$ cat src/rtl/sprite_mask_section_parser_assert.svh
// Assertion macros shared by the sprite-mask section parser RTL.
`ifndef SPRITE_MASK_SECTION_PARSER_ASSERT_SVH
`define SPRITE_MASK_SECTION_PARSER_ASSERT_SVH

`ifndef SYNTH
// Same-cycle implication, disabled while reset is asserted.
`define SMS_ASSERT_IMP(name, clk, rst_n, pre, post) \
    name: assert property (@(posedge clk) disable iff (!rst_n) (pre) |-> (post)) \
        else $error("sprite mask parser: implication violated");
// Next-cycle implication, disabled while reset is asserted.
`define SMS_ASSERT_NXT(name, clk, rst_n, pre, post) \
    name: assert property (@(posedge clk) disable iff (!rst_n) (pre) |=> (post)) \
        else $error("sprite mask parser: next-cycle implication violated");
`else
`define SMS_ASSERT_IMP(name, clk, rst_n, pre, post)
`define SMS_ASSERT_NXT(name, clk, rst_n, pre, post)
`endif

`endif

$ cat src/rtl/sms_pkg.sv
// Shared constants, codes and types of the sprite-mask section parser.
package sms_pkg;

    localparam int MAX_GROUPS = 256;
    localparam int MAX_MASKS  = 256;
    localparam int MAX_DECL   = 256;

    localparam int GRP_AW = (MAX_GROUPS > 1) ? $clog2(MAX_GROUPS) : 1;
    localparam int CG_W   = $clog2(MAX_GROUPS + 1);
    localparam int EM_W   = $clog2(MAX_MASKS + 1);

    localparam logic [2:0] ST_OK    = 3'd0;
    localparam logic [2:0] ST_NULL  = 3'd1;
    localparam logic [2:0] ST_EMPTY = 3'd2;
    localparam logic [2:0] ST_MANY  = 3'd3;
    localparam logic [2:0] ST_TRUNC = 3'd4;
    localparam logic [2:0] ST_MID   = 3'd5;

    localparam logic KIND_MASK = 1'b0;
    localparam logic KIND_SUM  = 1'b1;

    typedef struct packed {
        logic [15:0] size;
        logic [15:0] ax;
        logic [15:0] ay;
    } t_group;

    typedef struct packed {
        logic               kind;
        logic [7:0]         src_x;
        logic [7:0]         src_y;
        logic signed [15:0] dst_x;
        logic signed [15:0] dst_y;
        logic [15:0]        depth;
        logic [15:0]        width;
        logic [15:0]        height;
        logic [8:0]         mask_total;
        logic [7:0]         draw_total;
        logic [2:0]         status;
    } t_result;

endpackage

$ cat src/rtl/sms_mask_fmt.sv
// Builds a mask result from the captured record bytes and the group anchors.
module sms_mask_fmt (
    input  logic [63:0]       i_head,
    input  logic [31:0]       i_dims,
    input  logic [15:0]       i_ax,
    input  logic [15:0]       i_ay,
    output sms_pkg::t_result  o_mask
);

    logic        square;
    logic [15:0] side;

    // A nonzero size nibble means a square mask of nibble * 8 pixels.
    assign square = (i_head[63:60] != 4'd0);
    assign side   = 16'({i_head[63:60], 3'b000});

    always_comb begin
        o_mask            = '0;
        o_mask.kind       = sms_pkg::KIND_MASK;
        o_mask.src_x      = i_head[7:0];
        o_mask.src_y      = i_head[15:8];
        o_mask.dst_x      = 16'(16'(i_head[23:16]) + i_ax);
        o_mask.dst_y      = 16'(16'(i_head[31:24]) + i_ay);
        o_mask.depth      = i_head[47:32];
        o_mask.width      = square ? side : i_dims[15:0];
        o_mask.height     = square ? side : i_dims[31:16];
    end

endmodule

$ cat config.mk
export PLATFORM = sky130hd
export DESIGN_NAME = sms_mask_fmt
export DESIGN_NICKNAME = d
export VERILOG_FILES = /design/src/rtl/sprite_mask_section_parser_assert.svh /design/src/rtl/sms_pkg.sv /design/src/rtl/sms_mask_fmt.sv
export SDC_FILE = /design/constraint.sdc
export NUM_CORES = 1
export LEC_CHECK = 0
export BUFFER_PORTS_ARGS = -buffer_cell sky130_fd_sc_hd__buf_2
export CAP_MARGIN = 20
export CORE_AREA = 2 2 94 96
export DETAILED_ROUTE_END_ITERATION = 16
export DIE_AREA = 0 0 96 98
export GPL_TIMING_DRIVEN = 0
export PLACE_DENSITY_LB_ADDON = 0.25
export SYNTH_ARGS = -nofsm -noshare
export SYNTH_HDL_FRONTEND = slang
export SYNTH_SLANG_ARGS = --single-unit
$ cat constraint.sdc
create_clock -name vclk -period 6
set_clock_uncertainty 0.2 [all_clocks]
set_input_delay 1.2 -clock vclk [all_inputs]
set_output_delay 1.2 -clock vclk [all_outputs]
set_load 0.01 [all_outputs]
==> impl_metrics.toml <==
[setup_path]
critical_path.endpoint_type = "primary output"
critical_path_peak_fanout = 4
timing.critical_path.required_ns = 4.60
critPathLaunchType = "primary input"
critPathLaunch = "i_head[16]"
path_class = "primary input to primary output"
timing.critical_path.arrival_ns = 3.18

[synthesis]
ys_types = 41
synth_seq_area_share_pct = 0
post_synth_main_area_contributors = "sky130_fd_sc_hd__buf_4 25%, sky130_fd_sc_hd__ha_1 13%, sky130_fd_sc_hd__and2_1 9.9%"
yosysMostFrequentCell = "sky130_fd_sc_hd__buf_4"
syn-instance-count = 209
avgSynthCellArea_sq_um = 7.579
syn_area_sq_um = 1584
netlist_top_cells_count = "53 x sky130_fd_sc_hd__buf_4, 25 x sky130_fd_sc_hd__and2_1, 16 x sky130_fd_sc_hd__ha_1, 16 x sky130_fd_sc_hd__xnor2_1, 12 x sky130_fd_sc_hd__a21o_1"
synth_top_area_cell = "sky130_fd_sc_hd__buf_4"
yosys_warnings = 0
share_of_the_synthesized_area_in_the_top_cell_type_pct = 25.12

[grt]
grt.met1_usage_pct = 10.48
grt_busiest_layer = "met2"
grt_pass1_wl_microns = 7748
first_global_vias = 1801
initial_antenna_violation_count = 0
grt_start_max_net_pins = 11
grt.total_usage_pct = 9.680
globalRouteMet2Util_pct = 19.87
routing_usage_on_met3_pct = 1.389
grt_remaining_overflow = 0

[floorplan]
die_x_microns = 96
coreArea_sq_um = 8466
die_area_sq_um = 9408
floorplan.initialDensity_pct = 18.71
placementRows = 34
floorplan.die.height_microns = 98
top_level_ports = 245

[final_layout]
flow.area_growth_from_synthesis_pct = 70.14
layout.clock_buffers = 0
total_nets_final = 557
post_route_cells_drive_above_1_share_pct = 59.17
seq_area_sq_um = 0
sequential_cell_total = 0
antennaDiodeCount = 0

[drt]
detailedRoute.firstPassIterationCount = 4
detail_route.vias_per_cell = 3.957
antenna_violating_nets_post_route = 0
wl_microns = 5314
num_vias = 2046
detail_route.drc_violations = 0
initial_drt_markers = 11
detail_route.wl_per_cell_microns = 10.28

[power_and_ir_drop]
p_total_w = 0.0002278
power.static_leakage_nw = 1.626
power.ir.vdd_worst_mv = 0.03443
power_density_nw_per_um2 = 84.54

[min_path]
hold-path-cell-count = 2
worst_hold_startpoint = "i_head[33]"
holdCritPathClass = "primary input to primary output"

[timing]
clock.fmax_mhz = 218.5
timing.final.crit_share_pct = 76.27
final.setup.worst_slack_ns = 1.424
timing_max_transition_violations_final = 0
setup_viol = 0
fin_setup_tns_ns = 0
timing_worst_slew_pin_value_ns = 0.6948
layout_min_cycle_time_ns = 4.576
rsz0062_at_grt = "false"
timing.max_slew.rel_slack_pct = 53.25
hold_viol = 0
timing.hold.ws_ns = 2.383

[cts]
holdBufCountCts = 0
post_cts_resized = 0
postCtsSetupRepairBufs = 0

[placement]
place.gp.congestion = 0.8516
dp_hpwl_microns = 5043
io_buffers = 180
pre_cts_ws_ns = 1.425

[flow_run]
drv.max_cap_violation_count = 0

[run_status]
outcome = "finished, final reports clean"
==> power by group <==
| part | internal [W] | switching, W |
|---|---|---|
| combinational | 0.000115 | 0.000113 |
| clock | 0 | 0 |
| sequential | 0 | 0 |
| total | 0.000115 | 0.000113 |
==> placed cells by master, fill, tap and decap left out, types with 3 or more instances in the layout <==
| cell | netlist | routed |
|---|---|---|
| sky130_fd_sc_hd__and3_1 | 3 | 3 |
| sky130_fd_sc_hd__ha_1 | 16 | 16 |
| sky130_fd_sc_hd__buf_4 | 53 | 53 |
| sky130_fd_sc_hd__xnor2_1 | 16 | 16 |
| sky130_fd_sc_hd__buf_2 | 1 | 181 |
| sky130_fd_sc_hd__a21oi_1 | 11 | 11 |
| sky130_fd_sc_hd__nor3_1 | 3 | 3 |
| sky130_fd_sc_hd__nor2_1 | 5 | 5 |
| sky130_fd_sc_hd__and2_1 | 25 | 25 |
| sky130_fd_sc_hd__o21ai_0 | 4 | 4 |
| sky130_fd_sc_hd__nand3_1 | 6 | 6 |
| sky130_fd_sc_hd__nand2_1 | 7 | 7 |
| sky130_fd_sc_hd__conb_1 | 1 | 21 |
| sky130_fd_sc_hd__xor2_1 | 10 | 10 |
| sky130_fd_sc_hd__o2111ai_1 | 3 | 3 |
| sky130_fd_sc_hd__a21o_1 | 12 | 12 |
| sky130_fd_sc_hd__nand2b_1 | 3 | 3 |
==> worst max-delay path: stages <==
cell	delay (ns)
sky130_fd_sc_hd__buf_2	0.10
sky130_fd_sc_hd__ha_1	0.22
sky130_fd_sc_hd__fa_1	0.43
sky130_fd_sc_hd__a211oi_1	0.34
sky130_fd_sc_hd__o21ai_1	0.13
sky130_fd_sc_hd__a31oi_2	0.31
sky130_fd_sc_hd__nand2b_1	0.16
sky130_fd_sc_hd__xnor2_1	0.12
sky130_fd_sc_hd__buf_2	0.16
==> area by class of cell <==
type / count / area (sq um)
well taps: 108 / 135.1
plain buffers: 57 / 415.4
inverters: 2 / 7.507
multi-input cells: 170 / 1236
repair buffers: 180 / 900.9
fillers: 931 / 5771
==> metal layers <==
metal / routed length [microns] / part of all wire, % / up-vias
met2: 2888 / 54 / 116
met1: 1861 / 35 / 871
met4: 34 / 0.64 / 0
met5: 0 / 0 / -
met3: 529 / 10 / 4
li1: - / - / 1055
==> kinds of logic (layout without fill, tap and decap cells) <==
family,after synthesis,in the layout,synth area share (%)
AO/OA/AOI/OAI,46,46,21.64
adder cells (fa/ha/maj),18,18,15.17
XOR/XNOR,26,26,14.38
multiplexers,1,1,0.6319
AND/OR/NAND/NOR,58,58,21.25
buffers and inverters,59,239,26.70
other,1,21,0.2367
==> through the flow <==
| step | utilization [%] | area [sq um] | instances |
|---|---|---|---|
| 2_1_floorplan | - | 1659 | 229 |
| 3_3_place_gp | 31.84 | 2695 | 517 |
| 3_5_place_dp | 31.84 | 2695 | 517 |
| 4_1_cts | 31.84 | 2695 | 517 |
| 5_1_grt | 31.84 | 2695 | 517 |
| 6_report | 31.84 | 2695 | 517 |
==> path summary, 6_finish.rpt <==
kind	end	slack, ns
min	o_mask[53]	2.38
max	o_mask[96]	1.42
Note: power is estimated with default switching activity, not from simulation.
